$ cat src/chip8_instruction_execute_assert.svh
`ifndef CHIP8_INSTRUCTION_EXECUTE_ASSERT_SVH
`define CHIP8_INSTRUCTION_EXECUTE_ASSERT_SVH

// property that holds at every edge out of reset
`define C8IE_ASSERT(lbl, prop, msg) \
  lbl: assert property (@(posedge clk) disable iff (rst) (prop)) else $error(msg);

// consequent holds in the cycle after the antecedent
`define C8IE_ASSERT_NEXT(lbl, ante, cons, msg) \
  lbl: assert property (@(posedge clk) disable iff (rst) (ante) |=> (cons)) else $error(msg);

`endif

$ cat src/c8ie_pkg.sv
package c8ie_pkg;

  localparam int STACK_DEPTH_DEF  = 16;
  localparam int SPRITE_BYTES_DEF = 5;

  localparam int CFG_IDX_W  = 1;
  localparam int CFG_DATA_W = 12;

  localparam logic [CFG_IDX_W-1:0] CFG_START_ADDRESS = 1'd0;
  localparam logic [CFG_IDX_W-1:0] CFG_GLYPH_BASE    = 1'd1;

  localparam logic [11:0] PC_RESET         = 12'h200;
  localparam logic [11:0] GLYPH_BASE_RESET = 12'h000;

  localparam logic [1:0] ST_OK      = 2'd0;
  localparam logic [1:0] ST_UNIMPL  = 2'd1;
  localparam logic [1:0] ST_ILLEGAL = 2'd2;
  localparam logic [1:0] ST_STACK   = 2'd3;

  localparam logic [3:0] GRP_SYS  = 4'h0;
  localparam logic [3:0] GRP_JP   = 4'h1;
  localparam logic [3:0] GRP_CALL = 4'h2;
  localparam logic [3:0] GRP_SEI  = 4'h3;
  localparam logic [3:0] GRP_SNEI = 4'h4;
  localparam logic [3:0] GRP_SER  = 4'h5;
  localparam logic [3:0] GRP_LDI  = 4'h6;
  localparam logic [3:0] GRP_ADDI = 4'h7;
  localparam logic [3:0] GRP_ALU  = 4'h8;
  localparam logic [3:0] GRP_SNER = 4'h9;
  localparam logic [3:0] GRP_LDIX = 4'hA;
  localparam logic [3:0] GRP_JPV0 = 4'hB;
  localparam logic [3:0] GRP_RND  = 4'hC;
  localparam logic [3:0] GRP_DRW  = 4'hD;
  localparam logic [3:0] GRP_KEY  = 4'hE;
  localparam logic [3:0] GRP_MISC = 4'hF;

  localparam logic [11:0] SYS_CLS = 12'h0E0;
  localparam logic [11:0] SYS_RET = 12'h0EE;

  localparam logic [3:0] ALU_LD   = 4'h0;
  localparam logic [3:0] ALU_OR   = 4'h1;
  localparam logic [3:0] ALU_AND  = 4'h2;
  localparam logic [3:0] ALU_XOR  = 4'h3;
  localparam logic [3:0] ALU_ADD  = 4'h4;
  localparam logic [3:0] ALU_SUB  = 4'h5;
  localparam logic [3:0] ALU_SHR  = 4'h6;
  localparam logic [3:0] ALU_SUBN = 4'h7;
  localparam logic [3:0] ALU_SHL  = 4'hE;

  localparam logic [7:0] KEY_DOWN = 8'h9E;
  localparam logic [7:0] KEY_UP   = 8'hA1;

  localparam logic [7:0] FX_LD_DT    = 8'h07;
  localparam logic [7:0] FX_WAIT_KEY = 8'h0A;
  localparam logic [7:0] FX_SET_DT   = 8'h15;
  localparam logic [7:0] FX_SET_ST   = 8'h18;
  localparam logic [7:0] FX_ADD_I    = 8'h1E;
  localparam logic [7:0] FX_FONT     = 8'h29;
  localparam logic [7:0] FX_BCD      = 8'h33;
  localparam logic [7:0] FX_STORE    = 8'h55;
  localparam logic [7:0] FX_LOAD     = 8'h65;

  localparam logic [3:0] REG_V0 = 4'h0;
  localparam logic [3:0] REG_VF = 4'hF;

  typedef struct packed {
    logic [15:0] instruction;
    logic [15:0] key_mask;
    logic [7:0]  random_byte;
  } cmd_word_t;

  typedef struct packed {
    logic [11:0] next_pc;
    logic [11:0] index_value;
    logic [7:0]  sound_value;
    logic        clear_screen;
    logic [1:0]  status;
  } rsp_word_t;

  typedef struct packed {
    logic       vx_we;
    logic [3:0] x;
    logic [7:0] vx_val;
    logic       vf_we;
    logic [7:0] vf_val;
  } reg_wr_t;

  typedef struct packed {
    logic        push;
    logic        pop;
    logic [11:0] push_pc;
  } stk_op_t;

  typedef struct packed {
    logic        empty;
    logic        full;
    logic [11:0] top;
  } stk_stat_t;

  typedef struct packed {
    logic [11:0] pc;
    logic [11:0] index;
    logic [7:0]  delay;
    logic [7:0]  sound;
    logic        clear;
    logic [1:0]  status;
  } exec_res_t;

endpackage

$ cat src/c8ie_regfile.sv
module c8ie_regfile (
  input  logic               clk,
  input  logic               rst,
  input  logic               rd_en,
  input  logic [3:0]         rd_x,
  input  logic [3:0]         rd_y,
  input  logic               wr_en,
  input  c8ie_pkg::reg_wr_t  wr,
  output logic [7:0]         vx,
  output logic [7:0]         vy,
  output logic [7:0]         v0
);
  import c8ie_pkg::*;

  logic [7:0]  mem [16];
  logic [15:0] valid;
  logic [7:0]  vf;
  logic [7:0]  v0_copy;
  logic [7:0]  rdx;
  logic [7:0]  rdy;
  logic        x_is_f;
  logic        y_is_f;
  logic        mem_we;

  assign mem_we = wr_en && wr.vx_we && (wr.x != REG_VF);

  always_ff @(posedge clk) begin
    if (mem_we) begin
      mem[wr.x] <= wr.vx_val;
    end
    if (rd_en) begin
      rdx    <= (mem_we && wr.x == rd_x) ? wr.vx_val : (valid[rd_x] ? mem[rd_x] : 8'h00);
      rdy    <= (mem_we && wr.x == rd_y) ? wr.vx_val : (valid[rd_y] ? mem[rd_y] : 8'h00);
      x_is_f <= (rd_x == REG_VF);
      y_is_f <= (rd_y == REG_VF);
    end
  end

  always_ff @(posedge clk) begin
    if (rst) begin
      valid   <= '0;
      vf      <= 8'h00;
      v0_copy <= 8'h00;
    end else begin
      if (mem_we) begin
        valid[wr.x] <= 1'b1;
      end
      if (mem_we && wr.x == REG_V0) begin
        v0_copy <= wr.vx_val;
      end
      // flag write lands after the result write
      if (wr_en && wr.vf_we) begin
        vf <= wr.vf_val;
      end else if (wr_en && wr.vx_we && wr.x == REG_VF) begin
        vf <= wr.vx_val;
      end
    end
  end

  assign vx = x_is_f ? vf : rdx;
  assign vy = y_is_f ? vf : rdy;
  assign v0 = v0_copy;
endmodule

$ cat config.mk
export PLATFORM = sky130hd
export DESIGN_NAME = c8ie_regfile
export DESIGN_NICKNAME = d
export VERILOG_FILES = /design/src/chip8_instruction_execute_assert.svh /design/src/c8ie_pkg.sv /design/src/c8ie_regfile.sv
export SDC_FILE = /design/constraint.sdc
export NUM_CORES = 1
export LEC_CHECK = 0
export ABC_CLOCK_PERIOD_IN_PS = 1700
export BUFFER_PORTS_ARGS = -buffer_cell sky130_fd_sc_hd__buf_2
export CORE_ASPECT_RATIO = 2
export CORE_MARGIN = 2
export CORE_UTILIZATION = 55
export DETAILED_ROUTE_END_ITERATION = 8
export MAX_ROUTING_LAYER = met4
export PLACE_DENSITY = 0.72
export RECOVER_POWER = 50
export SYNTH_ARGS = -nofsm -noshare
export SYNTH_HDL_FRONTEND = slang
export SYNTH_SLANG_ARGS = --single-unit
$ cat constraint.sdc
create_clock -name clk -period 1.7 [get_ports clk]
set_input_delay 0.255 -clock clk [delete_from_list [all_inputs] [get_ports clk]]
set_output_delay 0.255 -clock clk [all_outputs]
set_load 0.05 [all_outputs]
# --- Yosys cells after proc, flatten, opt, wreduce, memory -nomap -nowiden ---
# Memories as Yosys holds them, arrays and structs flattened.
# Cells that the tools add are included.
totals:
  register_bits: 50
  ramBits: 128
  in_bits: 34
  output_inout_bits: 24
  elab_cells: 45
  mem_count: 1
classes:
  order_cmp: 4
  n_eq_ne: 6
  n_mux: 16
  bitwise: 1
  reduce_logical: 10
memory_table:
  columns: ["name", "words", "word_bits", "rd", "rd_ports_with_merged_regs", "wr", "line", "text"]
  rows:
  - ["mem", 16, 8, 2, 0, 1, "c8ie_regfile.sv:15", "logic [7:0] mem [16];"]
op_table:
  columns: ["operator", "n"]
  rows:
  - ["$mux 8", 8]
  - ["$or 16x16->16", 1]
  - ["$lt 4x5->1 const B", 3]
  - ["$eq 4x4->1 const B", 3]
  - ["$bmux 1 s4", 2]
  - ["$eq 4x4->1", 2]
  - ["$logic_and 1x1->1", 8]
  - ["$mux 1", 5]
  - ["$demux 1 s4", 1]
  - ["$ge 4x1->1 const B", 1]
  - ["$logic_not 4->1", 1]
  - ["$ne 4x4->1 const B", 1]
  - ["$reduce_bool 2->1", 1]

# --- Depth between registers and ports, before layout ---
logic_depth:
  depth_word: 5
  ltp_mapped: 6
  ltp_nobuf: 4

# --- Worst setup path after synthesis ---
# OpenSTA, ideal clock, no wires.
synth_path:
  path_type: "input to register"
  from: "input rd_y[0]"
  to: "register rdy[0], data pin"
  setup_time_ps: 265
  t_arrival_ps: 1443
  t_required_ps: 1435
  slack_ps: -8
  cell_stages: 5
  path_buffers: 1
  path_cell_list: "buf_6 mux4_2 nand2b_4 a22oi_4 o31ai_2"
synth_via:
  elab_chain_len: 4
  word_cells_on_any_way: 7
  cone_classes: "eq/ne: 1; mux: 4; reduce/logical: 1; memory: 1"
synth_lines:
  columns: ["element", "line", "text"]
  rows:
  - ["start: declaration", "c8ie_regfile.sv:6", "input logic [3:0] rd_y,"]
  - ["$bmux 1 s4", "c8ie_regfile.sv:33", "rdy <= (mem_we && wr.x == rd_y) ? wr.vx_val : (valid[rd_y] ? mem[rd_y] : 8'h00);"]
  - ["$mux 1 (implied by the code)", "c8ie_regfile.sv:33", null]
  - ["$mux 8", "c8ie_regfile.sv:33", null]
  - ["$mux 8 *", "c8ie_regfile.sv:33", null]
  - ["end signal: assignment", "c8ie_regfile.sv:33", null]
  - ["end: declaration", "c8ie_regfile.sv:20", "logic [7:0] rdy;"]
# Mark *: on every way between the ends. The rest lies on a longest branch, timed or not. The select of a mux whose other input is x is not followed.
# A chain may end at the register's enable or synchronous reset.

# --- Worst setup path after layout ---
layout_path:
  from: "register y_is_f"
  to: "output vy[0]"
layout_via:
  elab_chain_len: 1
layout_lines:
  columns: ["element", "line", "text"]
  rows:
  - ["start: declaration", "c8ie_regfile.sv:22", "logic y_is_f;"]
  - ["start signal: assignment", "c8ie_regfile.sv:35", "y_is_f <= (rd_y == REG_VF);"]
  - ["$mux 8", "c8ie_regfile.sv:61", "assign vy = y_is_f ? vf : rdy;"]
  - ["end: declaration", "c8ie_regfile.sv:10", "output logic [7:0] vy,"]
# Every way passes these cells.

==> flow_summary.ini <==
[pwr]
ir_drop_mv = 0.8304
p_leak_uw = 0.003881
pwr_density_cell_mw_per_mm2 = 918.0

[global_routing]
grt_usage_pct = 28.42
grt_max_degree = 23
grt-ovfl-total = 0
antenna_found_initial = 0
grt_pass1_wl_mm = 33.73
grt_pass1_vias = 5723

[cts]
cts_buffer_depth = 2
cts.sinks = 178
cts_inserted_buffers = 17
clk_pin_slew_ns = 0.07
htree_num_levels = 4
cts_hold_buf = 0
root_buffer = clkbuf_16
clock_latency_ns = 0.42
cts_tree = built

[detailed_routing]
wl_per_cell_um = 26.75
wl_mm = 22.52
first_pass_iters = 5
ant_nets = 0
via_count = 5397
vias_per_cell = 6.410
drt_iter0_markers = 374
route.detailed.drc = 0

[layout]
antenna_cells = 0
nNetsFinal = 662
fin_util_pct = 66.33
final_cell_mix = edfxtp_1, nor2_1, mux2i_1, buf_4, mux4_2
layout-drive-gt1-share_pct = 37.60
final_common_cell = edfxtp_1
syn_to_final_growth_pct = 18.37

[worst_setup_path]
critical_path.top_delay_family = flip-flops
cp_num_cells = 3
max_stage_delay_ns = 0.38
path_cells = buf_12 -> mux2_2 -> buf_6
crit_slowest_cell = edfxtp_1
r2r_cells = 5
r2r-start = valid[14]
critPathKind = reg -> out
critPathBufInv = 2
critPathLaunch = y_is_f
path_max_fanout = 8
crit_required_ns = 1.44
crit_path_end_kind = output pin
startpoint_type = register
ff2ff_setup_slack_ns = -0.01
arrival_ns = 1.47

[run]
cap_violations = 0

[worst_hold_path]
hold_path_startpoint = wr[2]
min_path_type = in -> reg
hold_depth = 3

[timing]
setup_viol = 12
fin_crit_sh_pct = 101.5
tightestPinTransition_ns = 1.146
drv_slew = 0
worst_slack_ns = -0.02633
slew_headroom_pct = 23.58
rsz0062_at_grt = true
final_hold_viol_count = 0
fin_skew_ns = 0.007803
min_period_ns = 1.726
max_freq_mhz = 579.3

[floorplanning]
start_util_pct = 56.03
dieArea_mm2 = 0.01717
die_w_um = 93.65
ios = 58
core_area_mm2 = 0.01578
num_rows = 65
die_y_um = 183.3

[placement]
pre_cts_ws_ns = -0.3139
portBuffers = 57
hpwl_mm = 16.12
routabilityCongestion = 0.9124

[logic_synthesis]
synth_area_mm2 = 0.008841
synth-seq-cells = 178
yosys_warnings = 0
post_synth.cell_area_avg_um2 = 17.37
seq_area_frac_synth_pct = 56.84
syn_inst = 509
ys.flop_type = edfxtp_1
synth_edf_count = 146
synthArstFlopShare_pct = 0
yosysUniqueCellTypes = 40

[outcome]
status = finished, violations left
violations = setup timing
## state kept, by name (all words and copies together) (netlist names)
register	count
y_is_f	1
vf	8
v0	8
rdy	8
x_is_f	1
valid	16
rdx	8
mem	128
## worst min-delay path, stage by stage
cell	delay, ns
buf_2	0.10
nor2_1	0.09
a211oi_1	0.05
## repair_timing
item                                    CTS  global route
gates resized for setup                  35            13
buffers inserted                          4             0
pin swaps                                 1             8
endpoints found under the hold margin     0             0
endpoints found under the setup margin   24            32
## stage by stage
stage | setup TNS, ns | total power [uW] | area [um^2] | cells | hold slack [ns]
2_1_floorplan | 0 | 5674 | 8876 | 516 | 0.3266
4_1_cts | -0.2542 | 9620 | 10450 | 842 | 0.1092
6_report | -0.1101 | 9607 | 10470 | 842 | 0.1137
3_5_place_dp | -3.910 | 6054 | 9743 | 806 | 0.4851
3_3_place_gp | -3.596 | 6023 | 9743 | 806 | 0.4680
5_1_grt | -0.9912 | 9877 | 10470 | 842 | 0.1297
## cell type report
cell class              count  area (um^2)
fillers                  1119         5313
flip-flops and latches    178         5029
multi-input cells         297         3586
repair buffers            130         1041
clock buffers              21        460.4
well taps                 201        251.5
clock inverters            11        82.58
inverters                   4        15.01
## cell usage after synthesis, types with 2 or more instances
cell type	instances	area (um^2)
a211oi_1	8	60.06
and2_1	2	12.51
and4_1	2	17.52
buf_12	3	60.06
buf_2	11	55.05
buf_4	6	45.04
buf_6	6	67.56
buf_8	2	30.03
clkbuf_1	9	33.78
dfxtp_1	32	640.6
edfxtp_1	146	4384
inv_1	4	15.01
mux2_2	32	360.4
mux2i_1	54	540.5
mux4_1	36	945.9
mux4_2	34	765.7
nand2_1	3	11.26
nand2b_1	2	12.51
nand3_1	16	80.08
nand4b_1	2	17.52
nor2_1	54	202.7
nor2b_1	2	12.51
nor3_1	3	15.01
nor4_4	2	42.54
o31ai_2	16	200.2
xor2_1	8	70.07
## where the power goes
group,internal [uW],switching [uW],total [uW]
logic,519,659,1180
clock network,1950,1610,3560
registers,4820,49.3,4870
total,7290,2320,9610
## per-layer routing
metal | wire, um | vias to the layer above | GRT usage (%)
met4 | 1036 | 0 | 13.68
met2 | 12650 | 250 | 50.62
li1 | - | 2321 | -
met1 | 7728 | 2766 | 31.06
met3 | 1113 | 60 | 3.451
met5 | 0 | - | -
## final timing paths
check / endpoint
hold reg to reg: v0[7]
hold / removal: vf[2]
setup reg to reg: rdx[1]
setup / recovery: vy[0]
## cell families (layout without fill, tap and decap cells)
kind of cell,Yosys count,count (layout),share of synthesized area [%]
flops,178,178,56.84
xor+xnor,8,8,0.7926
simple gates,93,93,5.350
buf+inv,41,166,3.467
compound gates,31,31,3.793
mux,157,157,29.72
other cells,1,8,0.04242
Power figures use the tool's default switching activity.
