File: config.mk
export PLATFORM = sky130hd
export DESIGN_NAME = c8ie_stack
export DESIGN_NICKNAME = d
export VERILOG_FILES = /design/src/c8ie_pkg.sv /design/src/c8ie_stack.sv
export VERILOG_INCLUDE_DIRS = /design/src /design/src/src
export SDC_FILE = /design/constraint.sdc
export NUM_CORES = 1
export LEC_CHECK = 0
export BUFFER_PORTS_ARGS = -buffer_cell sky130_fd_sc_hd__buf_2
export CAP_MARGIN = 20
export CORE_MARGIN = 5
export CORE_UTILIZATION = 49
export DETAILED_ROUTE_END_ITERATION = 10
export GPL_TIMING_DRIVEN = 0
export PLACE_DENSITY = 0.69
export SYNTH_ARGS = -nofsm -noshare
export SYNTH_HDL_FRONTEND = slang
export SYNTH_SLANG_ARGS = --single-unit
File: constraint.sdc
create_clock -name clk -period 8.1 [get_ports clk]
set_input_delay 0.81 -clock clk [delete_from_list [all_inputs] [get_ports clk]]
set_output_delay 0.81 -clock clk [all_outputs]
set_load 0.005 [all_outputs]
File: src/chip8_instruction_execute_assert.svh
`ifndef CHIP8_INSTRUCTION_EXECUTE_ASSERT_SVH
`define CHIP8_INSTRUCTION_EXECUTE_ASSERT_SVH

// property that holds at every edge out of reset
`define C8IE_ASSERT(lbl, prop, msg) \
  lbl: assert property (@(posedge clk) disable iff (rst) (prop)) else $error(msg);

// consequent holds in the cycle after the antecedent
`define C8IE_ASSERT_NEXT(lbl, ante, cons, msg) \
  lbl: assert property (@(posedge clk) disable iff (rst) (ante) |=> (cons)) else $error(msg);

`endif

File: src/c8ie_pkg.sv
package c8ie_pkg;

  localparam int STACK_DEPTH_DEF  = 16;
  localparam int SPRITE_BYTES_DEF = 5;

  localparam int CFG_IDX_W  = 1;
  localparam int CFG_DATA_W = 12;

  localparam logic [CFG_IDX_W-1:0] CFG_START_ADDRESS = 1'd0;
  localparam logic [CFG_IDX_W-1:0] CFG_GLYPH_BASE    = 1'd1;

  localparam logic [11:0] PC_RESET         = 12'h200;
  localparam logic [11:0] GLYPH_BASE_RESET = 12'h000;

  localparam logic [1:0] ST_OK      = 2'd0;
  localparam logic [1:0] ST_UNIMPL  = 2'd1;
  localparam logic [1:0] ST_ILLEGAL = 2'd2;
  localparam logic [1:0] ST_STACK   = 2'd3;

  localparam logic [3:0] GRP_SYS  = 4'h0;
  localparam logic [3:0] GRP_JP   = 4'h1;
  localparam logic [3:0] GRP_CALL = 4'h2;
  localparam logic [3:0] GRP_SEI  = 4'h3;
  localparam logic [3:0] GRP_SNEI = 4'h4;
  localparam logic [3:0] GRP_SER  = 4'h5;
  localparam logic [3:0] GRP_LDI  = 4'h6;
  localparam logic [3:0] GRP_ADDI = 4'h7;
  localparam logic [3:0] GRP_ALU  = 4'h8;
  localparam logic [3:0] GRP_SNER = 4'h9;
  localparam logic [3:0] GRP_LDIX = 4'hA;
  localparam logic [3:0] GRP_JPV0 = 4'hB;
  localparam logic [3:0] GRP_RND  = 4'hC;
  localparam logic [3:0] GRP_DRW  = 4'hD;
  localparam logic [3:0] GRP_KEY  = 4'hE;
  localparam logic [3:0] GRP_MISC = 4'hF;

  localparam logic [11:0] SYS_CLS = 12'h0E0;
  localparam logic [11:0] SYS_RET = 12'h0EE;

  localparam logic [3:0] ALU_LD   = 4'h0;
  localparam logic [3:0] ALU_OR   = 4'h1;
  localparam logic [3:0] ALU_AND  = 4'h2;
  localparam logic [3:0] ALU_XOR  = 4'h3;
  localparam logic [3:0] ALU_ADD  = 4'h4;
  localparam logic [3:0] ALU_SUB  = 4'h5;
  localparam logic [3:0] ALU_SHR  = 4'h6;
  localparam logic [3:0] ALU_SUBN = 4'h7;
  localparam logic [3:0] ALU_SHL  = 4'hE;

  localparam logic [7:0] KEY_DOWN = 8'h9E;
  localparam logic [7:0] KEY_UP   = 8'hA1;

  localparam logic [7:0] FX_LD_DT    = 8'h07;
  localparam logic [7:0] FX_WAIT_KEY = 8'h0A;
  localparam logic [7:0] FX_SET_DT   = 8'h15;
  localparam logic [7:0] FX_SET_ST   = 8'h18;
  localparam logic [7:0] FX_ADD_I    = 8'h1E;
  localparam logic [7:0] FX_FONT     = 8'h29;
  localparam logic [7:0] FX_BCD      = 8'h33;
  localparam logic [7:0] FX_STORE    = 8'h55;
  localparam logic [7:0] FX_LOAD     = 8'h65;

  localparam logic [3:0] REG_V0 = 4'h0;
  localparam logic [3:0] REG_VF = 4'hF;

  typedef struct packed {
    logic [15:0] instruction;
    logic [15:0] key_mask;
    logic [7:0]  random_byte;
  } cmd_word_t;

  typedef struct packed {
    logic [11:0] next_pc;
    logic [11:0] index_value;
    logic [7:0]  sound_value;
    logic        clear_screen;
    logic [1:0]  status;
  } rsp_word_t;

  typedef struct packed {
    logic       vx_we;
    logic [3:0] x;
    logic [7:0] vx_val;
    logic       vf_we;
    logic [7:0] vf_val;
  } reg_wr_t;

  typedef struct packed {
    logic        push;
    logic        pop;
    logic [11:0] push_pc;
  } stk_op_t;

  typedef struct packed {
    logic        empty;
    logic        full;
    logic [11:0] top;
  } stk_stat_t;

  typedef struct packed {
    logic [11:0] pc;
    logic [11:0] index;
    logic [7:0]  delay;
    logic [7:0]  sound;
    logic        clear;
    logic [1:0]  status;
  } exec_res_t;

endpackage

File: src/c8ie_stack.sv
`include "chip8_instruction_execute_assert.svh"

module c8ie_stack #(
  parameter int STACK_DEPTH = c8ie_pkg::STACK_DEPTH_DEF
) (
  input  logic                clk,
  input  logic                rst,
  input  logic                en,
  input  c8ie_pkg::stk_op_t   op,
  output c8ie_pkg::stk_stat_t stat
);
  import c8ie_pkg::*;

  localparam int AW   = $clog2(STACK_DEPTH);
  localparam int SP_W = $clog2(STACK_DEPTH + 1);

  logic [11:0]     mem [STACK_DEPTH];
  logic [SP_W-1:0] sp;
  logic [SP_W-1:0] sp_next;
  logic [SP_W-1:0] sp_dec;
  logic [11:0]     top;

  always_comb begin
    sp_next = sp;
    if (en && op.push) begin
      sp_next = sp + SP_W'(1);
    end else if (en && op.pop) begin
      sp_next = sp - SP_W'(1);
    end
  end

  assign sp_dec = sp_next - SP_W'(1);

  always_ff @(posedge clk) begin
    if (rst) begin
      sp <= '0;
    end else begin
      sp <= sp_next;
    end
  end

  // top of stack is kept registered, pushed word bypassed
  always_ff @(posedge clk) begin
    if (en && op.push) begin
      mem[sp[AW-1:0]] <= op.push_pc;
      top             <= op.push_pc;
    end else if (sp_next != '0) begin
      top <= mem[sp_dec[AW-1:0]];
    end
  end

  assign stat.empty = (sp == '0);
  assign stat.full  = (sp == SP_W'(STACK_DEPTH));
  assign stat.top   = top;

  `C8IE_ASSERT(a_sp_bound, sp <= SP_W'(STACK_DEPTH), "stack pointer beyond depth")
  `C8IE_ASSERT_NEXT(a_push_inc, en && op.push, sp == $past(sp) + SP_W'(1), "push lost")
  `C8IE_ASSERT_NEXT(a_pop_dec, en && op.pop && !op.push, sp == $past(sp) - SP_W'(1),
                    "pop lost")
endmodule

Word-level counts from Yosys, hierarchy flattened
Memories as Yosys holds them, arrays and structs flattened. A register that Yosys moved wholly into a read port is not among the register bits.
Index checks and enable logic that the tools add are counted.
{"block": "op_classes", "n_addsub": 3, "eq_ne": 1, "mux": 4, "reduce_logical": 5}
{"op": "two-way mux 5 bit", "count": 2}
{"op": "adder 5 x 1 -> 5 bit (second input constant)", "count": 1}
{"op": "equality test 5 bit (second input constant)", "count": 1}
{"op": "zero test 5 bit", "count": 1}
{"op": "nonzero test 5 bit", "count": 1}
{"op": "subtractor 5 x 1 -> 5 bit (second input constant)", "count": 1}
{"op": "subtractor 4 x 1 -> 4 bit (second input constant)", "count": 1}
{"op": "logical AND 1 bit", "count": 2}
{"op": "two-way mux 1 bit", "count": 2}
{"op": "nonzero test 2 bit", "count": 1}
{"block": "totals", "ff_bits": 5, "ram_bits": 192, "input_bits": 17, "output_inout_bits": 14, "mem_count": 1}
{"name": "mem", "words": 16, "width": 12, "read_ports": 1, "rd_ports_with_merged_regs": 1, "write_ports": 1, "line_no": "c8ie_stack.sv:17", "text": "logic [11:0] mem [STACK_DEPTH];"}

Longest topological paths before layout
{"block": "logic_depth", "ltp_word": 5, "depth_mapped": 13, "depth_no_buf": 9}

Worst setup path after synthesis
OpenSTA, ideal clock, no wires.
{"block": "synth_path", "kind": "register -> register", "startpoint": "reg sp[0]", "endpoint": "reg top[10] (read register of mem) (data pin)", "arrival_ns": 3.074, "t_required_ns": 7.839, "setup_slack_ns": 4.765, "stages_incl_launch_ff": 11, "n_path_buf": 1, "path_cell_list": "dfxtp_1 > buf_2 > inv_1 > ha_1 > and3b_1 > o21ai_1 > a2111oi_2 > xor3_2 > mux2_1 > a221o_1 > a221o_1"}
{"block": "synth_via", "elab_chain_len": 5, "word_cells_on_any_way": 7, "classes_between": "add/sub: 3; mux: 2; reduce/logical: 2"}
{"item": "start, declared", "line_no": "c8ie_stack.sv:18", "text": "logic [SP_W-1:0] sp;"}
{"item": "start signal, assigned", "line_no": "c8ie_stack.sv:38", "text": "sp <= sp_next;"}
{"item": "subtractor 5 x 1 -> 5 bit", "line_no": "c8ie_stack.sv:28", "text": "sp_next = sp - SP_W'(1);"}
{"item": "two-way mux 5 bit", "line_no": "c8ie_stack.sv:27", "text": "end else if (en && op.pop) begin"}
{"item": "two-way mux 5 bit *", "line_no": "c8ie_stack.sv:25", "text": "if (en && op.push) begin"}
{"item": "parallel branches: the longest is 2 deep, another holds subtractor 4 x 1 -> 4 bit"}
{"item": "end, declared", "line_no": "c8ie_stack.sv:21", "text": "logic [11:0] top;"}
Every way passes the cells marked *.
A chain may end at the register's enable or synchronous reset.

Worst setup path after layout
{"block": "layout_path", "startpoint": "reg sp[0]", "endpoint": "reg top[9] (read register of mem) (data pin)"}
Same word-level chain as after synthesis.

==> summary.txt <==
Timing
  – Rel. slew slack: 0.207
  – Sum Neg Setup Slack: 0 ns
  – Tmin final: 4.11 ns
  – Clk_skew: 0.0114 ns
  – Final setup viols: 0
  – Final period util: 0.508
  – Post-route worst hold slack: 0.530 ns
  – Fin. Hold Viols: 0
  – Max-slew violations: 0
  – FMAX: 0.243 GHz
  – RSZ-0062 raised after global routing: no
  – Worst-margin pin slew: 1.18 ns

Final layout
  – Layout cell share with drive strength beyond 1: 0.166
  – Nets: 679
  – Total inserted antenna cells: 0
  – Final non-filler cell area: about 10000 um^2
  – Area delta synth->final: 14.7%
  – Non-filler instance count after layout: ~900
  – Fillers: 1352

GRT
  – Global route overflow: 0
  – Total Routing Usage GR: 0.217
  – First-pass GRT wire length: 32900 um
  – Pin count of the biggest net entering global routing: 18
  – Initial antenna violation count: 0
  – Vias in the first global route: 5498

Yosys
  – Synth Area per Inst: ~15 um^2
  – Synthesized netlist cell count: 594
  – Yosys warns: 0
  – Share of the synthesized area in the top cell type: 0.708
  – Post-synth EDFFs: 204
  – Seq/Total Area, Yosys: 0.720
  – Unique masters post-synth: between 50 and 60
  – Ys flop type: edfxtp_1
  – Top post-synthesis cells by area: edfxtp_1 (71%), nand2_1 (4.5%), mux4_2 (2.3%)
  – Cell area after synthesis: a little under 9000 um^2
  – Number of synthesized register bits: 209
  – Area leader, netlist: edfxtp_1
  – Syn Nets: 616
  – Synth async-reset ratio: 0

Die
  – Die area: 20400 um^2
  – Core area: 17300 um^2
  – Row cnt: between 40 and 50
  – Starting Density: 0.500
  – Die Y: 143 um
  – Die X: 143 um
  – Ports: 31

Route
  – Wire per inst: 24.1 um
  – Initial DRC Count: 686
  – Vias: 5503
  – Drt drc: 0
  – DRT Pass-1 Iters: 5
  – Via density: 6.13
  – Routed Antenna Nets: 0
  – Total Routed Length: 21600 um

Power
  – VDD IR max: approximately 0.15 mV
  – Pleak: around 3.4 nW
  – Power per cell area: 276 nW/um^2

Critical path
  – Stages on worst setup path: 13
  – Worst setup SP type: flop
  – Worst Path Buf+Inv: 5
  – R2r worst-path depth: 13
  – Arr. time, crit path: 4.36 ns
  – Critical path type: reg2reg
  – Top cell family by delay on the critical path: buffers and inverters
  – Crit-path most repeated cell: buf_2
  – Critical R2R Launch: sp[0]$_SDFF_PP0_
  – Reg-to-Reg End: top[9]$_DFFE_PP_
  – Crit Path Max Fanout: 10
  – Worst setup startpoint: sp[0]$_SDFF_PP0_
  – CP Data Required Time: 8.35 ns
  – Cell Chain, Critical Path: buf_2 > inv_1 > ha_1 > o21ai_0 > nand2_1 > nand2_2 > buf_2 > buf_1 > buf_2 > nand3_1 > o211ai_1 > o211ai_1 > o211a_1
  – Crit. End Element: flop
  – R2r setup slk: 3.99 ns
  – Slowest cell on the critical path: buf_1
  – Critical Path End: top[9]$_DFFE_PP_
  – Max stage delay on crit path: 0.53 ns

Clocking
  – CTS tree: built
  – Post-CTS setup buffers: 0
  – H-Tree Depth: 1
  – Hold Buf Count CTS: 0
  – Clock Path Buffers: 3
  – Clock sinks: 209
  – Worst-Skew Late Latency: ~0.5 ns
  – CTS buffer count: 22
  – Root buffer cell: clkbuf_16
  – PostCTS Resize Cnt: 0
  – Reg clk slew, reported paths: 0.06 ns

Placement
  – Placed cells: ~860
  – Cell Area, Placed: 9170 um^2
  – Port buffer count: 30
  – Hpwl dp: 13400 um
  – GPL Wtd Cong: 0.972

Flow run
  – Max cap viols: 0

Hold path
  – Min-Delay Path Class: in2reg

Outcome
  – Status: complete, no violations
layout by cell type (no fill, tap or decap), types with 5 or more instances in the layout:
master,instances
edfxtp_1,204
nand2_1,103
buf_2,45
and2_1,24
clkbuf_16,23
a21oi_1,22
o211ai_1,17
a211oi_1,15
a22oi_1,15
o21ai_0,14
nor2_1,13
clkbuf_1,13
mux4_2,9
inv_1,8
nand3_1,8
xnor2_1,7
a221oi_1,7
buf_4,7
nor2b_1,6
a31oi_1,6
and3_1,5
buf_1,5
a311oi_1,5
ha_1,5
clkinv_1,5
dfxtp_1,5
worst reg2reg max path, stage by stage (launching register included):
cell	delay, ns
dfxtp_1	0.37
buf_2	0.26
inv_1	0.16
ha_1	0.43
o21ai_0	0.23
nand2_1	0.15
nand2_2	0.43
buf_2	0.38
buf_1	0.53
buf_2	0.37
nand3_1	0.12
o211ai_1	0.13
o211ai_1	0.12
o211a_1	0.17
layout make-up:
type | instances | area [um^2] | area share
repair buffers | 39 | 225 | 0.0227
clock inverters | 16 | 161 | 0.0163
inverters | 8 | 30.0 | 0.00303
multi-input cells | 344 | 2270 | 0.228
clock buffers | 24 | 579 | 0.0584
well taps | 225 | 282 | 0.0284
flip-flops and latches | 209 | 6230 | 0.628
plain buffers | 33 | 150 | 0.0151
cell usage after synthesis (all sizes together), types with 4 or more instances:
cell    number
edfxtp     204
nand2      105
and2        24
a21oi       22
buf         21
o21ai       18
o211ai      17
a211oi      15
a22oi       15
nor2        13
clkbuf      12
mux4         9
inv          8
nand3        8
a221oi       7
xnor2        7
a31oi        6
nor2b        6
a311oi       5
and3         5
dfxtp        5
ha           5
nor4b        5
a221o        4
mux2i        4
nor3         4
o211a        4
worst min path at each step:
stage | from | to | cells after the start
after floorplan | sp[4]$_SDFF_PP0_ | sp[4]$_SDFF_PP0_ | 2
after global placement | sp[4]$_SDFF_PP0_ | sp[4]$_SDFF_PP0_ | 2
after detailed placement | sp[4]$_SDFF_PP0_ | sp[4]$_SDFF_PP0_ | 2
after CTS | rst | sp[1]$_SDFF_PP0_ | 2
after global routing | rst | sp[1]$_SDFF_PP0_ | 2
final | rst | sp[2]$_SDFF_PP0_ | 2
cells by family (layout without fill, tap and decap cells):
kind of cell,Yosys count,after routing,share of synthesized area
xor gates and xnor gates,10,10,0.0120
adders and majority gates,5,5,0.00723
buffers and inverters,41,120,0.0208
DFF,209,209,0.720
AOI/OAI and AO/OA,133,133,0.110
muxes,15,15,0.0307
and+or+nand+nor,181,181,0.0997
registers in the layout (all words and copies together) (netlist names):
| register | count |
|---|---|
| mem | 192 |
| top | 12 |
| sp | 5 |
metal layers:
| layer | part of all wire | wire, um | global-route usage | up-vias |
|---|---|---|---|---|
| li1 | - | - | - | 2410 |
| met5 | 0 | 0 | 0 | - |
| met2 | 0.47 | 10100 | 0.346 | 296 |
| met4 | 0.044 | 957 | 0.0900 | 0 |
| met3 | 0.084 | 1820 | 0.0378 | 65 |
| met1 | 0.40 | 8730 | 0.299 | 2732 |
power by group:
| group | switching [mW] | internal [mW] | total [mW] | leakage, nW |
|---|---|---|---|---|
| Sequential | 0.0110 | 1.24 | 1.25 | 1.89 |
| Clock | 0.400 | 0.612 | 1.01 | 0.359 |
| Combinational | 0.301 | 0.168 | 0.469 | 1.17 |
| Total | 0.712 | 2.02 | 2.73 | 3.42 |
stage by stage:
| stage | util | power (mW) | setup slack [ns] |
|---|---|---|---|
| floorplan | - | 1.55 | 4.77 |
| global placement | 0.525 | 1.72 | 3.51 |
| detailed placement | 0.530 | 1.74 | 4.09 |
| CTS | 0.573 | 2.74 | 4.04 |
| global route | 0.573 | 2.83 | 3.69 |
| finish | 0.573 | 2.73 | 3.99 |
(Power assumes the default switching activity.)
