--- src/chip8_instruction_execute_assert.svh ---
`ifndef CHIP8_INSTRUCTION_EXECUTE_ASSERT_SVH
`define CHIP8_INSTRUCTION_EXECUTE_ASSERT_SVH

// property that holds at every edge out of reset
`define C8IE_ASSERT(lbl, prop, msg) \
  lbl: assert property (@(posedge clk) disable iff (rst) (prop)) else $error(msg);

// consequent holds in the cycle after the antecedent
`define C8IE_ASSERT_NEXT(lbl, ante, cons, msg) \
  lbl: assert property (@(posedge clk) disable iff (rst) (ante) |=> (cons)) else $error(msg);

`endif

--- src/c8ie_pkg.sv ---
package c8ie_pkg;

  localparam int STACK_DEPTH_DEF  = 16;
  localparam int SPRITE_BYTES_DEF = 5;

  localparam int CFG_IDX_W  = 1;
  localparam int CFG_DATA_W = 12;

  localparam logic [CFG_IDX_W-1:0] CFG_START_ADDRESS = 1'd0;
  localparam logic [CFG_IDX_W-1:0] CFG_GLYPH_BASE    = 1'd1;

  localparam logic [11:0] PC_RESET         = 12'h200;
  localparam logic [11:0] GLYPH_BASE_RESET = 12'h000;

  localparam logic [1:0] ST_OK      = 2'd0;
  localparam logic [1:0] ST_UNIMPL  = 2'd1;
  localparam logic [1:0] ST_ILLEGAL = 2'd2;
  localparam logic [1:0] ST_STACK   = 2'd3;

  localparam logic [3:0] GRP_SYS  = 4'h0;
  localparam logic [3:0] GRP_JP   = 4'h1;
  localparam logic [3:0] GRP_CALL = 4'h2;
  localparam logic [3:0] GRP_SEI  = 4'h3;
  localparam logic [3:0] GRP_SNEI = 4'h4;
  localparam logic [3:0] GRP_SER  = 4'h5;
  localparam logic [3:0] GRP_LDI  = 4'h6;
  localparam logic [3:0] GRP_ADDI = 4'h7;
  localparam logic [3:0] GRP_ALU  = 4'h8;
  localparam logic [3:0] GRP_SNER = 4'h9;
  localparam logic [3:0] GRP_LDIX = 4'hA;
  localparam logic [3:0] GRP_JPV0 = 4'hB;
  localparam logic [3:0] GRP_RND  = 4'hC;
  localparam logic [3:0] GRP_DRW  = 4'hD;
  localparam logic [3:0] GRP_KEY  = 4'hE;
  localparam logic [3:0] GRP_MISC = 4'hF;

  localparam logic [11:0] SYS_CLS = 12'h0E0;
  localparam logic [11:0] SYS_RET = 12'h0EE;

  localparam logic [3:0] ALU_LD   = 4'h0;
  localparam logic [3:0] ALU_OR   = 4'h1;
  localparam logic [3:0] ALU_AND  = 4'h2;
  localparam logic [3:0] ALU_XOR  = 4'h3;
  localparam logic [3:0] ALU_ADD  = 4'h4;
  localparam logic [3:0] ALU_SUB  = 4'h5;
  localparam logic [3:0] ALU_SHR  = 4'h6;
  localparam logic [3:0] ALU_SUBN = 4'h7;
  localparam logic [3:0] ALU_SHL  = 4'hE;

  localparam logic [7:0] KEY_DOWN = 8'h9E;
  localparam logic [7:0] KEY_UP   = 8'hA1;

  localparam logic [7:0] FX_LD_DT    = 8'h07;
  localparam logic [7:0] FX_WAIT_KEY = 8'h0A;
  localparam logic [7:0] FX_SET_DT   = 8'h15;
  localparam logic [7:0] FX_SET_ST   = 8'h18;
  localparam logic [7:0] FX_ADD_I    = 8'h1E;
  localparam logic [7:0] FX_FONT     = 8'h29;
  localparam logic [7:0] FX_BCD      = 8'h33;
  localparam logic [7:0] FX_STORE    = 8'h55;
  localparam logic [7:0] FX_LOAD     = 8'h65;

  localparam logic [3:0] REG_V0 = 4'h0;
  localparam logic [3:0] REG_VF = 4'hF;

  typedef struct packed {
    logic [15:0] instruction;
    logic [15:0] key_mask;
    logic [7:0]  random_byte;
  } cmd_word_t;

  typedef struct packed {
    logic [11:0] next_pc;
    logic [11:0] index_value;
    logic [7:0]  sound_value;
    logic        clear_screen;
    logic [1:0]  status;
  } rsp_word_t;

  typedef struct packed {
    logic       vx_we;
    logic [3:0] x;
    logic [7:0] vx_val;
    logic       vf_we;
    logic [7:0] vf_val;
  } reg_wr_t;

  typedef struct packed {
    logic        push;
    logic        pop;
    logic [11:0] push_pc;
  } stk_op_t;

  typedef struct packed {
    logic        empty;
    logic        full;
    logic [11:0] top;
  } stk_stat_t;

  typedef struct packed {
    logic [11:0] pc;
    logic [11:0] index;
    logic [7:0]  delay;
    logic [7:0]  sound;
    logic        clear;
    logic [1:0]  status;
  } exec_res_t;

endpackage

--- src/c8ie_exec.sv ---
module c8ie_exec #(
  parameter int SPRITE_BYTES = c8ie_pkg::SPRITE_BYTES_DEF
) (
  input  c8ie_pkg::cmd_word_t word,
  input  logic [7:0]          vx,
  input  logic [7:0]          vy,
  input  logic [7:0]          v0,
  input  logic [11:0]         pc,
  input  logic [11:0]         index,
  input  logic [7:0]          delay,
  input  logic [7:0]          sound,
  input  logic [11:0]         glyph_base,
  input  c8ie_pkg::stk_stat_t stk,
  output c8ie_pkg::reg_wr_t   wr,
  output c8ie_pkg::stk_op_t   sop,
  output c8ie_pkg::exec_res_t res
);
  import c8ie_pkg::*;

  logic [3:0]  grp;
  logic [3:0]  x;
  logic [3:0]  n;
  logic [7:0]  nn;
  logic [11:0] nnn;
  logic [11:0] pc_adv;
  logic [11:0] pc_skip;
  logic [8:0]  sum;
  logic        pressed;

  assign grp     = word.instruction[15:12];
  assign x       = word.instruction[11:8];
  assign n       = word.instruction[3:0];
  assign nn      = word.instruction[7:0];
  assign nnn     = word.instruction[11:0];
  assign pc_adv  = pc + 12'd2;
  assign pc_skip = pc + 12'd4;
  assign sum     = {1'b0, vx} + {1'b0, vy};
  assign pressed = word.key_mask[vx[3:0]];

  always_comb begin
    wr          = '0;
    wr.x        = x;
    sop         = '0;
    sop.push_pc = pc_adv;
    res.pc      = pc_adv;
    res.index   = index;
    res.delay   = delay;
    res.sound   = sound;
    res.clear   = 1'b0;
    res.status  = ST_OK;
    case (grp)
      GRP_SYS: begin
        if (nnn == SYS_CLS) begin
          res.clear = 1'b1;
        end else if (nnn == SYS_RET) begin
          if (stk.empty) begin
            res.status = ST_STACK;
          end else begin
            sop.pop = 1'b1;
            res.pc  = stk.top;
          end
        end else begin
          res.status = ST_UNIMPL;
        end
      end
      GRP_JP: res.pc = nnn;
      GRP_CALL: begin
        if (stk.full) begin
          res.status = ST_STACK;
        end else begin
          sop.push = 1'b1;
          res.pc   = nnn;
        end
      end
      GRP_SEI: if (vx == nn) res.pc = pc_skip;
      GRP_SNEI: if (vx != nn) res.pc = pc_skip;
      GRP_SER: if (vx == vy) res.pc = pc_skip;
      GRP_LDI: begin
        wr.vx_we  = 1'b1;
        wr.vx_val = nn;
      end
      GRP_ADDI: begin
        wr.vx_we  = 1'b1;
        wr.vx_val = vx + nn;
      end
      GRP_ALU: begin
        wr.vx_we = 1'b1;
        case (n)
          ALU_LD:  wr.vx_val = vy;
          ALU_OR:  wr.vx_val = vx | vy;
          ALU_AND: wr.vx_val = vx & vy;
          ALU_XOR: wr.vx_val = vx ^ vy;
          ALU_ADD: begin
            wr.vx_val = sum[7:0];
            wr.vf_we  = 1'b1;
            wr.vf_val = {7'd0, sum[8]};
          end
          ALU_SUB: begin
            wr.vx_val = vx - vy;
            wr.vf_we  = 1'b1;
            wr.vf_val = {7'd0, vx >= vy};
          end
          ALU_SHR: begin
            wr.vx_val = {1'b0, vy[7:1]};
            wr.vf_we  = 1'b1;
            wr.vf_val = {7'd0, vy[0]};
          end
          ALU_SUBN: begin
            wr.vx_val = vy - vx;
            wr.vf_we  = 1'b1;
            wr.vf_val = {7'd0, vy >= vx};
          end
          ALU_SHL: begin
            wr.vx_val = {vy[6:0], 1'b0};
            wr.vf_we  = 1'b1;
            wr.vf_val = {7'd0, vy[7]};
          end
          default: begin
            wr.vx_we   = 1'b0;
            res.status = ST_ILLEGAL;
          end
        endcase
      end
      GRP_SNER: if (vx != vy) res.pc = pc_skip;
      GRP_LDIX: res.index = nnn;
      GRP_JPV0: res.pc = {4'd0, v0} + nnn;
      GRP_RND: begin
        wr.vx_we  = 1'b1;
        wr.vx_val = word.random_byte & nn;
      end
      GRP_DRW: res.status = ST_UNIMPL;
      GRP_KEY: begin
        case (nn)
          KEY_DOWN: if (pressed) res.pc = pc_skip;
          KEY_UP:   if (!pressed) res.pc = pc_skip;
          default:  res.status = ST_ILLEGAL;
        endcase
      end
      GRP_MISC: begin
        case (nn)
          FX_LD_DT: begin
            wr.vx_we  = 1'b1;
            wr.vx_val = delay;
          end
          FX_SET_DT: res.delay = vx;
          FX_SET_ST: res.sound = vx;
          FX_ADD_I:  res.index = index + {4'd0, vx};
          FX_FONT:   res.index = glyph_base + 12'(vx[3:0] * SPRITE_BYTES);
          default: begin
            res.status = (nn inside {FX_WAIT_KEY, FX_BCD, FX_STORE, FX_LOAD}) ?
                         ST_UNIMPL : ST_ILLEGAL;
          end
        endcase
      end
      default: res.status = ST_ILLEGAL;
    endcase
  end
endmodule

--- config.mk ---
export PLATFORM = sky130hd
export DESIGN_NAME = c8ie_exec
export DESIGN_NICKNAME = d
export VERILOG_FILES = /design/src/chip8_instruction_execute_assert.svh /design/src/c8ie_pkg.sv /design/src/c8ie_exec.sv
export SDC_FILE = /design/constraint.sdc
export NUM_CORES = 1
export LEC_CHECK = 0
export ABC_CLOCK_PERIOD_IN_PS = 10990
export BUFFER_PORTS_ARGS = -buffer_cell sky130_fd_sc_hd__buf_4
export CAP_MARGIN = 20
export CELL_PAD_IN_SITES_DETAIL_PLACEMENT = 1
export CELL_PAD_IN_SITES_GLOBAL_PLACEMENT = 1
export CORE_ASPECT_RATIO = 0.6
export CORE_MARGIN = 2
export CORE_UTILIZATION = 30
export DETAILED_ROUTE_END_ITERATION = 6
export PLACE_DENSITY = 0.72
export SYNTH_ARGS = -nofsm -noshare
export SYNTH_HDL_FRONTEND = slang
export SYNTH_SLANG_ARGS = --single-unit
--- constraint.sdc ---
create_clock -name vclk -period 10.99
set_input_delay 2.198 -clock vclk [all_inputs]
set_output_delay 2.198 -clock vclk [all_outputs]
set_load 0.03 [all_outputs]
# After elaboration in Yosys (flattened, before gate mapping)
# Cells that the tools add are included.
dict set report op_classes {
  addsub 9
  multipliers 1
  magnitude_cmp 3
  n_eq_ne 40
  mux 44
  bitwise 4
  n_reduce_logical 7
}
# cell n
set ops {}
lappend ops {{two-way mux 12 bit} 10}
lappend ops {{one-hot mux 12 bit (9 select lines)} 1}
lappend ops {{one-hot mux 12 bit (2 select lines)} 3}
lappend ops {{one-hot mux 8 bit (9 select lines)} 1}
lappend ops {{one-hot mux 9 bit (5 select lines)} 1}
lappend ops {{one-hot mux 8 bit (5 select lines)} 1}
lappend ops {{equality test 4 bit, second input constant} 9}
lappend ops {{equality test 4 x 3 -> 1 bit, second input constant} 8}
lappend ops {{equality test 12 x 8 -> 1 bit, second input constant} 2}
lappend ops {{equality test 8 x 5 -> 1 bit, second input constant} 3}
lappend ops {{two-way mux 8 bit} 3}
lappend ops {{bitwise AND 8 bit} 2}
lappend ops {{equality test 4 x 2 -> 1 bit, second input constant} 4}
lappend ops {{equality test 8 x 6 -> 1 bit, second input constant} 2}
lappend ops {{equality test 8 x 7 -> 1 bit, second input constant} 2}
lappend ops {{equality test 8 bit} 2}
lappend ops {{equality test 8 bit, second input constant} 2}
lappend ops {{greater-or-equal comparator 8 bit} 2}
lappend ops {{two-way mux 16 bit} 1}
lappend ops {{two-way mux 2 bit} 8}
lappend ops {{inequality test 8 bit} 2}
lappend ops {{subtractor 8 bit} 2}
lappend ops {{adder 12 x 2 -> 12 bit, second input constant} 1}
lappend ops {{adder 12 x 3 -> 12 bit, second input constant} 1}
lappend ops {{23 further kinds} 35}
dict set report totals {
  regBits 0
  input_bits 130
  output_inout_bits 79
  elab_cells 108
}

# Longest topological paths before layout
dict set report logic_depth {
  word_depth 5
  ltp_mapped 11
  depth_no_buf 11
}

# Worst setup path after synthesis
# OpenSTA, ideal clock, no wires.
dict set report synth_timing {
  kind {input port to output port}
  start {input port vx[2]}
  end {output port res[31] (netlist bit)}
  arrival_time_ps 5006
  required_ps 8792
  slack_ps 3786
  stages 9
  path_buffers 1
  cell_sequence {clkbuf_1 -> inv_1 -> ha_1 -> nor4_1 -> nand2_1 -> a2111oi_4 -> nand3_2 -> or4_4 -> a221o_1}
}
# item line_no
set synth_lines {}
lappend synth_lines {{start, declared} c8ie_exec.sv:5} ;# input logic [7:0] vx,
lappend synth_lines {{end, declared} c8ie_exec.sv:16} ;# output c8ie_pkg::exec_res_t res

==> summary.log <==
qor: outcome.outcome finished clean
qor: sta.tightestPinTransition 1010 ps
qor: sta.maxSlewViolCount 0
qor: floorplan.die-height 110 um
qor: routing.wirelength 27.3 mm
qor: setup_path.largest_fanout_on_the_critical_path 15
qor: yosys.syn_avg_cell_area 6.92 sq um
qor: cells_and_area.layout-drive-gt1-share 0.242
qor: grt.grt_start_max_net_pins 36
qor: sta.rsz0062_at_grt no
qor: routing.drt-pass1-iter-count 5
qor: grt.grt_util_all_layers 0.261
qor: placed_design.placed_cell_area 7270 sq um
qor: floorplan.rows 38
qor: setup_path.end_kind output port
qor: setup_path.cp.arrival 5590 ps
qor: routing.route.antenna.remaining_nets 0
qor: cells_and_area.postLayoutCellArea 7270 sq um
qor: sta.final.min_clock_period 7790 ps
qor: pwr.cell_area_power_density 51.5 nW/um^2
qor: cells_and_area.flow.area_growth_from_synthesis 29.4%
qor: placed_design.place.gp.congestion 0.959
qor: sta.slew_headroom 0.323
qor: cells_and_area.design.seq.count 0
qor: setup_path.cp-endpoint res[31]
qor: setup_path.cp.required 8790 ps
qor: job.drv.max_cap_violation_count 0
qor: cells_and_area.most_frequent_cells_in_the_layout 208 x sky130_fd_sc_hd__buf_4, 78 x sky130_fd_sc_hd__o21ai_0, 70 x sky130_fd_sc_hd__nand2_1, 70 x sky130_fd_sc_hd__ha_1
qor: sta.setup_viol 0
qor: yosys.yosysTopAreaCellShare 0.156
qor: yosys.ys_top_cells_by_area sky130_fd_sc_hd__ha_1 16%, sky130_fd_sc_hd__o21ai_0 6.9%, sky130_fd_sc_hd__a21oi_1 5.2%
qor: sta.clock.fmax 0.128 GHz
qor: floorplan.design.die.area 19900 sq um
qor: cells_and_area.nNetsFinal 1188
qor: floorplan.core_area 18200 sq um
qor: grt.grt_pass1_wl 41.4 mm
qor: setup_path.startpoint_type primary input
qor: cts.postCtsSetupBuffers 0
qor: placed_design.place_worst_setup_slack 3280 ps
qor: sta.fin_crit_sh 0.708
qor: sta.timing.final.hold_violations 0
qor: cts.holdBufCountCts 0
qor: cts.post_cts_resize_count 0
qor: cells_and_area.clockBufferCount 0
qor: grt.gr-total-overflow 0
qor: worst_hold_path.min_delay_path_depth 2
qor: cells_and_area.fill_cells 2343
qor: routing.avgViaCountPerCell 5.99
qor: sta.fin_ws 3200 ps
qor: cells_and_area.seq_area 0 sq um
qor: worst_hold_path.min-delay-path-class primary input to output port
qor: floorplan.die_w 181 um
qor: floorplan.start_util 0.309
qor: placed_design.placement.io_buffers 202
qor: setup_path.worst-setup-path-type primary input to output port
qor: yosys.synthesis.area 5620 sq um
qor: routing.route.vias.total 7289
qor: placed_design.detailed_place_hpwl 22.2 mm
qor: setup_path.crit_start vx[5]
qor: yosys.netlist-cell-type-count 77
qor: floorplan.ios 209
qor: sta.fin_tns_setup 0 ps
qor: cells_and_area.multi_input_area 5230 sq um
qor: cells_and_area.most_common_library_cell_in_the_layout_ignoring_fill_and_taps sky130_fd_sc_hd__buf_4
qor: cells_and_area.antennaDiodeCount 0
qor: pwr.peak_vdd_ir 0.0243 mV
qor: routing.drt-initial-drc-count 722
qor: routing.route.detailed.drc 0
qor: grt.grt_pass1_vias 6883
qor: pwr.static-leakage-power 3.27 nW
qor: yosys.synth_sequential_area_ratio 0
qor: routing.avgRoutedWirePerCell 22.4 um
qor: yosys.ys.warnings.count 0
qor: yosys.post-synth-top-area-cell sky130_fd_sc_hd__ha_1
qor: yosys.post_synth_inst_count 812
qor: grt.grt_antenna_before_repair 0
-- per-stage QoR --
| stage | util | power, mW | instances | hold WS (ps) |
|---|---|---|---|---|
| floorplan | - | 0.226 | 818 | 4530 |
| global placement | 0.399 | 0.362 | 1216 | 4620 |
| detailed placement | 0.399 | 0.367 | 1216 | 4630 |
| CTS | 0.399 | 0.368 | 1216 | 4630 |
| global route | 0.399 | 0.403 | 1217 | 4640 |
| finish | 0.399 | 0.375 | 1217 | 4630 |
-- critical path, cell delays in order --
cell	delay, ps
sky130_fd_sc_hd__buf_4	160
sky130_fd_sc_hd__inv_1	110
sky130_fd_sc_hd__ha_1	500
sky130_fd_sc_hd__nor4_1	760
sky130_fd_sc_hd__nand2_1	190
sky130_fd_sc_hd__a2111oi_4	470
sky130_fd_sc_hd__nand3_2	160
sky130_fd_sc_hd__or4_4	550
sky130_fd_sc_hd__a221o_1	310
sky130_fd_sc_hd__buf_4	170
-- logic make-up (layout without fill, tap and decap cells) --
family,Yosys count,count (layout),synth area share
xor+xnor,43,43,0.0670
compound gates,284,284,0.342
fa+ha+maj,79,79,0.188
other cells,1,7,0.000667
buf+inv,96,255,0.0730
simple gates,285,285,0.268
mux,24,24,0.0612
-- cell usage after synthesis, drive strengths merged (6+ instances only) --
| cell type | instances |
|---|---|
| a2111oi | 6 |
| a21oi | 58 |
| a31oi | 8 |
| or3 | 9 |
| mux4 | 8 |
| nor2 | 58 |
| and3 | 8 |
| nand4 | 9 |
| clkbuf | 30 |
| and2 | 6 |
| nor2b | 21 |
| nor3 | 27 |
| nand4b | 6 |
| ha | 70 |
| inv | 46 |
| fa | 9 |
| nand3 | 21 |
| nand2 | 70 |
| a21o | 10 |
| a211oi | 6 |
| nand2b | 7 |
| a221o | 10 |
| xor2 | 16 |
| a22oi | 10 |
| nor4 | 7 |
| o21ai | 78 |
| buf | 20 |
| a22o | 7 |
| o21bai | 14 |
| or4 | 7 |
| a221oi | 15 |
| mux2i | 13 |
| xnor2 | 27 |
-- worst min-delay path by stage --
stage / start / to / slack, ps
2_1_floorplan: pc[0] / sop[0] / 4530
3_3_place_gp: pc[0] / sop[0] / 4620
3_5_place_dp: pc[0] / sop[0] / 4630
4_1_cts: pc[0] / sop[0] / 4630
5_1_grt: pc[0] / sop[0] / 4640
6_report: pc[0] / sop[0] / 4630
-- per-layer routing --
layer  track usage  vias to the layer above  part of all wire
met5             0                        -                 0
met2         0.365                      364              0.39
met4        0.0109                        0            0.0051
met1         0.426                     3514              0.51
met3        0.0381                        9             0.098
li1              -                     3402                 -
-- area by class of cell --
class,count,area share
timing repair buffer,209,0.215
tap,240,0.0413
inverter,46,0.0237
multi-input combinational,722,0.719
-- where the power goes --
part	leakage, nW	switching [mW]	internal [mW]
clock	0	0	0
sequential	0	0	0
combinational	3.27	0.225	0.149
Power figures use the tool's default switching activity.
